`config.mk`:
```
export PLATFORM = sky130hd
export DESIGN_NAME = unsigned_to_digit_string
export DESIGN_NICKNAME = d
export VERILOG_FILES = /design/src/sv/udc_pkg.sv /design/src/sv/udc_div_step.sv /design/src/sv/udc_digit_ram.sv /design/src/sv/unsigned_to_digit_string.sv
export SDC_FILE = /design/constraint.sdc
export NUM_CORES = 1
export LEC_CHECK = 0
export BUFFER_PORTS_ARGS = -buffer_cell sky130_fd_sc_hd__buf_2
export CORE_MARGIN = 1.5
export CORE_UTILIZATION = 40
export CTS_CLUSTER_SIZE = 16
export DETAILED_ROUTE_END_ITERATION = 7
export SLEW_MARGIN = 20
export SYNTH_ARGS = -nofsm -noshare
export SYNTH_HDL_FRONTEND = slang
export SYNTH_SLANG_ARGS = --single-unit
```
`constraint.sdc`:
```
create_clock -name clk -period 16.1 [get_ports clk]
set_input_delay 3.22 -clock clk [delete_from_list [all_inputs] [get_ports clk]]
set_output_delay 3.22 -clock clk [all_outputs]
set_load 0.005 [all_outputs]
```
`src/sv/udc_pkg.sv`:
```
// Shared types and constants for the digit string converter.
package udc_pkg;

	localparam int VALUE_W    = 64;
	localparam int DIGIT_W    = 4;
	localparam int MAX_DIGITS = 64;
	localparam int DADDR_W    = $clog2(MAX_DIGITS);
	localparam int NDIG_W     = $clog2(MAX_DIGITS + 1);
	localparam int BYTES      = VALUE_W / 8;
	localparam int BIDX_W     = $clog2(BYTES);

	localparam int RADIX_W  = 4;
	localparam int MIN_W    = 6;
	localparam int BUDGET_W = 7;
	localparam int CFG_IDX_W  = 2;
	localparam int CFG_DATA_W = 7;

	localparam logic [RADIX_W-1:0]  RADIX_MIN    = 4'd2;
	localparam logic [RADIX_W-1:0]  RADIX_MAX    = 4'd10;
	localparam logic [RADIX_W-1:0]  RADIX_RESET  = 4'd10;
	localparam logic [MIN_W-1:0]    MIN_RESET    = 6'd0;
	localparam logic [BUDGET_W-1:0] BUDGET_RESET = 7'd64;

	localparam logic [7:0] ASCII_ZERO = 8'h30;
	localparam logic [7:0] ASCII_NINE = 8'h39;
	localparam logic [7:0] ASCII_NUL  = 8'h00;

	typedef enum logic [CFG_IDX_W-1:0] {
		REG_RADIX       = 2'd0,
		REG_MIN_DIGITS  = 2'd1,
		REG_CHAR_BUDGET = 2'd2
	} cfg_reg_t;

	typedef struct packed {
		logic               en;
		logic [DADDR_W-1:0] addr;
		logic [DIGIT_W-1:0] data;
	} ram_wr_t;

endpackage

```
`src/sv/udc_div_step.sv`:
```
// One byte of long division by the radix, eight restoring steps.
module udc_div_step import udc_pkg::*; (
	input  logic [RADIX_W-1:0] radix,
	input  logic [DIGIT_W-1:0] rem_in,
	input  logic [7:0]         byte_in,
	output logic [7:0]         quo,
	output logic [DIGIT_W-1:0] rem_out
);

	always_comb begin
		logic [DIGIT_W-1:0] r;
		logic [DIGIT_W:0]   acc;
		logic [DIGIT_W:0]   dif;
		r   = rem_in;
		quo = '0;
		for (int i = 7; i >= 0; i--) begin
			acc = {r, byte_in[i]};
			dif = acc - {1'b0, radix};
			if (acc >= {1'b0, radix}) begin
				quo[i] = 1'b1;
				r      = dif[DIGIT_W-1:0];
			end else begin
				r = acc[DIGIT_W-1:0];
			end
		end
		rem_out = r;
	end

endmodule

```
`src/sv/udc_digit_ram.sv`:
```
// Digit store: one write port, one registered read port.
module udc_digit_ram import udc_pkg::*; (
	input  logic               clk,
	input  ram_wr_t            wr,
	input  logic [DADDR_W-1:0] rd_addr,
	output logic [DIGIT_W-1:0] rd_data
);

	logic [DIGIT_W-1:0] mem [MAX_DIGITS];

	always_ff @(posedge clk) begin
		if (wr.en) begin
			mem[wr.addr] <= wr.data;
		end
	end

	always_ff @(posedge clk) begin
		rd_data <= mem[rd_addr];
	end

endmodule

```
`src/sv/unsigned_to_digit_string.sv`:
```
// Top level: unsigned value to zero-padded ASCII digit string in radix 2 to 10.
//
// Usage:
//   src channel (src_valid/src_ready/value) takes one 64-bit value per beat.
//   dst channel (dst_valid/dst_ready) returns one character per beat:
//   pad '0' characters, the digits most significant first, then a NUL beat
//   with is_last set. A string that does not fit char_budget (capped at
//   MAX_CHARS) gives one beat with char_code 0, is_last and failed set.
//   cfg channel (cfg_valid/cfg_ready/cfg_index/cfg_data) writes radix (0),
//   min_digits (1) and char_budget (2); radix is held to 2..10. Write it
//   only while the block is idle.
// Timing:
//   Each digit takes one pass of the shared byte divider over the significant
//   bytes of the running quotient, most significant byte first. A CHECK state
//   follows, then one character per cycle while dst_ready stays high.
//   src_ready is high only between values; a stalled receiver holds the
//   output register and the sequencer waits on it.
// Reset: registers return to radix 10, min_digits 0, char_budget 64.
module unsigned_to_digit_string import udc_pkg::*; #(
	parameter int MAX_CHARS = 64
) (
	input  logic                  clk,
	input  logic                  arst_n,
	input  logic                  src_valid,
	output logic                  src_ready,
	input  logic [VALUE_W-1:0]    value,
	output logic                  dst_valid,
	input  logic                  dst_ready,
	output logic [7:0]            char_code,
	output logic                  is_last,
	output logic                  failed,
	input  logic                  cfg_valid,
	output logic                  cfg_ready,
	input  logic [CFG_IDX_W-1:0]  cfg_index,
	input  logic [CFG_DATA_W-1:0] cfg_data
);

	localparam int BUD_W = $clog2(MAX_CHARS + 1);
	localparam int CMP_W = ((BUD_W > BUDGET_W) ? BUD_W : BUDGET_W) + 1;

	typedef enum logic [2:0] {
		IDLE,
		DIVIDE,
		CHECK,
		PAD,
		DIGIT,
		TERM,
		FAIL
	} state_t;

	state_t              state_q;
	logic [RADIX_W-1:0]  radix_q;
	logic [MIN_W-1:0]    min_digits_q;
	logic [BUDGET_W-1:0] char_budget_q;
	logic [VALUE_W-1:0]  q_q;
	logic [DIGIT_W-1:0]  rem_q;
	logic [BIDX_W-1:0]   idx_q;
	logic [BIDX_W-1:0]   top_q;
	logic [NDIG_W-1:0]   ndig_q;
	logic [MIN_W-1:0]    pad_q;
	logic [DADDR_W-1:0]  ptr_q;
	logic                dst_valid_q;
	logic [7:0]          char_code_q;
	logic                is_last_q;
	logic                failed_q;

	logic [7:0]          quo;
	logic [DIGIT_W-1:0]  rem_n;
	logic [VALUE_W-1:0]  q_next;
	logic [BIDX_W-1:0]   top_n;
	logic [BIDX_W-1:0]   src_top;
	logic                div_done;
	logic [DADDR_W-1:0]  ptr_d;
	logic [DADDR_W-1:0]  ndig_m1;
	logic [DIGIT_W-1:0]  rd_data;
	ram_wr_t             ram_wr;
	logic                out_load;
	logic                out_fire;
	logic [NDIG_W-1:0]   len;
	logic [CMP_W-1:0]    budget;
	logic                str_fail;
	logic [RADIX_W-1:0]  radix_wr;

	udc_div_step u_div (
		.radix   (radix_q),
		.rem_in  (rem_q),
		.byte_in (q_q[{idx_q, 3'b000} +: 8]),
		.quo     (quo),
		.rem_out (rem_n)
	);

	udc_digit_ram u_ram (
		.clk     (clk),
		.wr      (ram_wr),
		.rd_addr (ptr_d),
		.rd_data (rd_data)
	);

	assign src_ready = (state_q == IDLE);
	assign cfg_ready = 1'b1;
	assign dst_valid = dst_valid_q;
	assign char_code = char_code_q;
	assign is_last   = is_last_q;
	assign failed    = failed_q;
	assign out_load  = !dst_valid_q || dst_ready;
	assign out_fire  = out_load && (state_q inside {PAD, DIGIT, TERM, FAIL});
	assign ndig_m1   = DADDR_W'(ndig_q - NDIG_W'(1));

	always_comb begin
		src_top = '0;
		for (int b = 0; b < BYTES; b++) begin
			if (value[b*8 +: 8] != 8'd0) begin
				src_top = BIDX_W'(b);
			end
		end
	end

	always_comb begin
		q_next = q_q;
		q_next[{idx_q, 3'b000} +: 8] = quo;
		top_n = top_q;
		if (top_q != '0 && q_next[{top_q, 3'b000} +: 8] == 8'd0) begin
			top_n = top_q - BIDX_W'(1);
		end
		div_done = (q_next == '0) || (ndig_q == NDIG_W'(MAX_DIGITS - 1));
	end

	always_comb begin
		ram_wr.en   = (state_q == DIVIDE) && (idx_q == '0);
		ram_wr.addr = ndig_q[DADDR_W-1:0];
		ram_wr.data = rem_n;
	end

	always_comb begin
		ptr_d = ptr_q;
		if (state_q == CHECK) begin
			ptr_d = ndig_m1;
		end else if (state_q == DIGIT && out_load && ptr_q != '0) begin
			ptr_d = ptr_q - DADDR_W'(1);
		end
	end

	always_comb begin
		len = (NDIG_W'(min_digits_q) > ndig_q) ? NDIG_W'(min_digits_q) : ndig_q;
		budget = (CMP_W'(char_budget_q) < CMP_W'(MAX_CHARS)) ?
			CMP_W'(char_budget_q) : CMP_W'(MAX_CHARS);
		str_fail = (CMP_W'(min_digits_q) >= budget) ||
			((CMP_W'(len) + CMP_W'(1)) > budget);
	end

	always_comb begin
		radix_wr = cfg_data[RADIX_W-1:0];
		if (radix_wr < RADIX_MIN) begin
			radix_wr = RADIX_MIN;
		end else if (radix_wr > RADIX_MAX) begin
			radix_wr = RADIX_MAX;
		end
	end

	always_ff @(posedge clk or negedge arst_n) begin
		if (!arst_n) begin
			state_q       <= IDLE;
			radix_q       <= RADIX_RESET;
			min_digits_q  <= MIN_RESET;
			char_budget_q <= BUDGET_RESET;
			q_q           <= '0;
			rem_q         <= '0;
			idx_q         <= '0;
			top_q         <= '0;
			ndig_q        <= '0;
			pad_q         <= '0;
			ptr_q         <= '0;
			dst_valid_q   <= 1'b0;
			char_code_q   <= ASCII_NUL;
			is_last_q     <= 1'b0;
			failed_q      <= 1'b0;
		end else begin
			ptr_q <= ptr_d;
			if (out_fire) begin
				dst_valid_q <= 1'b1;
			end else if (dst_ready) begin
				dst_valid_q <= 1'b0;
			end
			if (cfg_valid) begin
				unique case (cfg_index)
					REG_RADIX:       radix_q       <= radix_wr;
					REG_MIN_DIGITS:  min_digits_q  <= cfg_data[MIN_W-1:0];
					REG_CHAR_BUDGET: char_budget_q <= cfg_data[BUDGET_W-1:0];
					default: ;
				endcase
			end
			unique case (state_q)
				IDLE: begin
					if (src_valid) begin
						q_q     <= value;
						rem_q   <= '0;
						top_q   <= src_top;
						idx_q   <= src_top;
						ndig_q  <= '0;
						state_q <= DIVIDE;
					end
				end
				DIVIDE: begin
					q_q <= q_next;
					if (idx_q != '0) begin
						rem_q <= rem_n;
						idx_q <= idx_q - BIDX_W'(1);
					end else begin
						rem_q  <= '0;
						ndig_q <= ndig_q + NDIG_W'(1);
						top_q  <= top_n;
						idx_q  <= top_n;
						if (div_done) begin
							state_q <= CHECK;
						end
					end
				end
				CHECK: begin
					if (str_fail) begin
						state_q <= FAIL;
					end else if (NDIG_W'(min_digits_q) > ndig_q) begin
						pad_q   <= MIN_W'(NDIG_W'(min_digits_q) - ndig_q);
						state_q <= PAD;
					end else begin
						state_q <= DIGIT;
					end
				end
				PAD: begin
					if (out_load) begin
						char_code_q <= ASCII_ZERO;
						is_last_q   <= 1'b0;
						failed_q    <= 1'b0;
						pad_q       <= pad_q - MIN_W'(1);
						if (pad_q == MIN_W'(1)) begin
							state_q <= DIGIT;
						end
					end
				end
				DIGIT: begin
					if (out_load) begin
						char_code_q <= ASCII_ZERO + {4'd0, rd_data};
						is_last_q   <= 1'b0;
						failed_q    <= 1'b0;
						if (ptr_q == '0) begin
							state_q <= TERM;
						end
					end
				end
				TERM: begin
					if (out_load) begin
						char_code_q <= ASCII_NUL;
						is_last_q   <= 1'b1;
						failed_q    <= 1'b0;
						state_q     <= IDLE;
					end
				end
				FAIL: begin
					if (out_load) begin
						char_code_q <= ASCII_NUL;
						is_last_q   <= 1'b1;
						failed_q    <= 1'b1;
						state_q     <= IDLE;
					end
				end
				default: state_q <= IDLE;
			endcase
		end
	end

endmodule

```
==> results_dict.tcl <==
set metrics [dict create \
    fp.dieW_um 228 \
    areaGrowthSynthToFinish_pct 12.7 \
    ys_types 82 \
    fin_area_mm2 0.0229 \
    die_area_mm2 0.0521 \
    nNetsFinal 2163 \
    r2r_setup_slack_ns 0.99 \
    crit_path_max_fanout 11 \
    vias_per_cell 5.87 \
    crit_path_top_delay_cell "mux4_2" \
    critPathMaxStageDelay_ns 0.56 \
    fin_crit_ns 15.11 \
    dp_hpwl_um 40200 \
    fp.coreArea_mm2 0.0501 \
    row_count 82 \
    setup_slack_ns 0.989 \
    synth-main-ff-cell "edfxtp_1" \
    post_dp_cell_area_mm2 0.0215 \
    hold_path_class "flip-flop to flip-flop" \
    start_util 0.405 \
    drt_pre_antenna_iters 5 \
    n_fill_cell 4827 \
    insertion_delay_ns 0.60 \
    cts.sinks 381 \
    grt_max_degree 70 \
    finalClockSkew_ns 0.0273 \
    gp_congestion 0.971 \
    cpMostUsedCell "ha_1" \
    vias 15945 \
    drv_cap 0 \
    yosysWarningCount 0 \
    crit_arrival_ns 15.60 \
    final_max_slew_viol_count 0 \
    rsz0062_at_grt "no" \
    utilization 0.457 \
    cp_top_family "compound AO/OA/AOI/OAI gates" \
    crit_buf_inv 6 \
    setup_viol 0 \
    seq_area_frac_synth 0.532 \
    antenna_found_initial 0 \
    ant_nets 0 \
    drt_iter0_markers 1473 \
    pre_cts_ws_ns 0.620 \
    grt_usage 0.227 \
    ys_seq_elements 381 \
    io_pins 91 \
    cp.required_ns 16.59 \
    async_reset_ff_frac 0.318 \
    grt_pass1_wl_um 92900 \
    synth-edff-count 256 \
    syn-cell-area_mm2 0.0203 \
    max_freq_ghz 0.0662 \
    syn_avg_cell_area_um2 10.4 \
    cts_buffer_depth 3 \
    root_buffer "clkbuf_16" \
    overflow 0 \
    netlist_instances 1956 \
    routed_wl_um 59200 \
    avgRoutedWirePerCell_um 21.8 \
    ctsHtreeMaxLevel 2 \
    end_kind "flip-flop" \
    cts_buffers 42 \
    cts_tree "built" \
    drive_gt1_frac 0.130 \
    n_antenna_cell 0 \
    clk_pin_slew_ns 0.06 \
    drc 0 \
    cp-start-kind "flip-flop" \
    fin_crit_sh 0.939 \
    tightest_slew_ns 1.08 \
    grt_pass1_vias 15557 \
    die_height_um 228 \
    status "completed" \
    critPathKind "flip-flop to flip-flop" \
    relSlewSlack 0.276 \
    hold_viol 0 \
    numPortBuffers 87 \
]
==> what timing repair did <==
action                                  CTS  global route
hold buffers                              0             0
buffers inserted                          0             1
endpoints found under the setup margin    0           266
resized for setup                         0             4
==> path summary, 6_finish.rpt <==
check,start,end,cells after the start
max,idx_q[0],top_q[0],65
min,char_budget_q[0],char_budget_q[0],1
max reg2reg,idx_q[0],top_q[0],65
min reg2reg,char_budget_q[0],char_budget_q[0],1
max in group asynchronous,arst_n,failed,2
min in group asynchronous,arst_n,q_q[59],1
==> stage by stage <==
step / setup TNS, ns / std cells / hold slack, ns
2_1_floorplan: -18.05 / 1957 / 0.471
3_3_place_gp: 0 / 2640 / 0.483
3_5_place_dp: 0 / 2640 / 0.494
4_1_cts: 0 / 2717 / 0.507
5_1_grt: 0 / 2718 / 0.516
6_report: 0 / 2718 / 0.506
==> metal layers <==
layer,vias up,track usage,wire length (um)
met5,-,0,0
met1,7886,0.310,25800
met3,121,0.0374,3520
met4,0,0.0762,1980
met2,565,0.368,27900
li1,7373,-,-
==> area by class of cell <==
cell class | instances | area [um^2] | area share
clock buffers | 56 | 1160 | 0.0509
clock inverters | 21 | 221 | 0.00969
multi-input cells | 1407 | 8910 | 0.390
inverters | 59 | 223 | 0.00974
flip-flops and latches | 381 | 10800 | 0.472
repair buffers | 122 | 701 | 0.0306
well taps | 672 | 841 | 0.0368
==> cell usage in the layout, fill, tap and decap left out, drive strengths merged, types with 19 or more instances in the layout <==
cell / Yosys / final
dfrtp: 118 / 118
mux2i: 32 / 32
ha: 63 / 63
clkbuf: 92 / 56
a311oi: 51 / 51
a31oi: 24 / 24
nor2: 147 / 147
xnor2: 22 / 22
buf: 18 / 122
nor3: 29 / 29
mux2: 27 / 27
and3: 42 / 42
a211oi: 22 / 22
a22oi: 53 / 53
inv: 57 / 57
clkinv: 2 / 19
o21ai: 124 / 124
nand2: 353 / 353
nand3: 97 / 97
a21oi: 76 / 76
edfxtp: 256 / 256
==> cells by family after synthesis <==
family	after synthesis	share of synthesized area
flip-flops	381	0.532
adder cells (fa/ha/maj)	72	0.0477
XOR/XNOR	33	0.0142
other	2	0.000370
multiplexers	77	0.0513
AND/OR/NAND/NOR	766	0.170
AO/OA/AOI/OAI	456	0.151
buffers and inverters	169	0.0326
==> synthesized netlist by cell type (11+ instances only) <==
master    count  area, um^2
nand2_1     353        1330
edfxtp_1    256        7690
nor2_1      146         548
dfrtp_1     118        2950
o21ai_0     111         556
nand3_1      97         485
clkbuf_1     92         345
a21oi_1      76         380
ha_1         63         788
inv_1        56         210
a22oi_1      53         398
a311oi_1     51         447
and3_1       42         263
mux2i_1      30         300
nor3_1       27         135
a31oi_1      24         150
mux2_2       24         270
xnor2_1      22         193
a211oi_1     20         150
mux4_2       18         405
nor2b_1      16         100
nor4_1       16         100
nand2b_1     14        87.6
o21ai_1      13        65.1
xor2_1       11        96.3
==> worst register-to-register path, delay by kind of cell (launching register included) <==
family | cells | cell delay, ns
AOI/OAI and AO/OA | 24 | 4.52
muxes | 12 | 3.99
and+or+nand+nor | 14 | 2.89
adders and majority gates | 9 | 2.45
buffers and inverters | 6 | 0.64
DFF | 1 | 0.53
==> state kept, by name, indices dropped and copies added (netlist names), 3 cells and up <==
| name | flops |
|---|---|
| u_ram.mem | 256 |
| q_q | 64 |
| char_budget_q | 7 |
| ndig_q | 7 |
| min_digits_q | 6 |
| pad_q | 6 |
| ptr_q | 6 |
| char_code | 5 |
| radix_q | 4 |
| rem_q | 4 |
| u_ram.rd_data | 4 |
| idx_q | 3 |
| state_q | 3 |
| top_q | 3 |
Power is left out: the tool's default activity adds up to more than one toggle a clock period on the data nets, which glitch-free logic cannot reach.
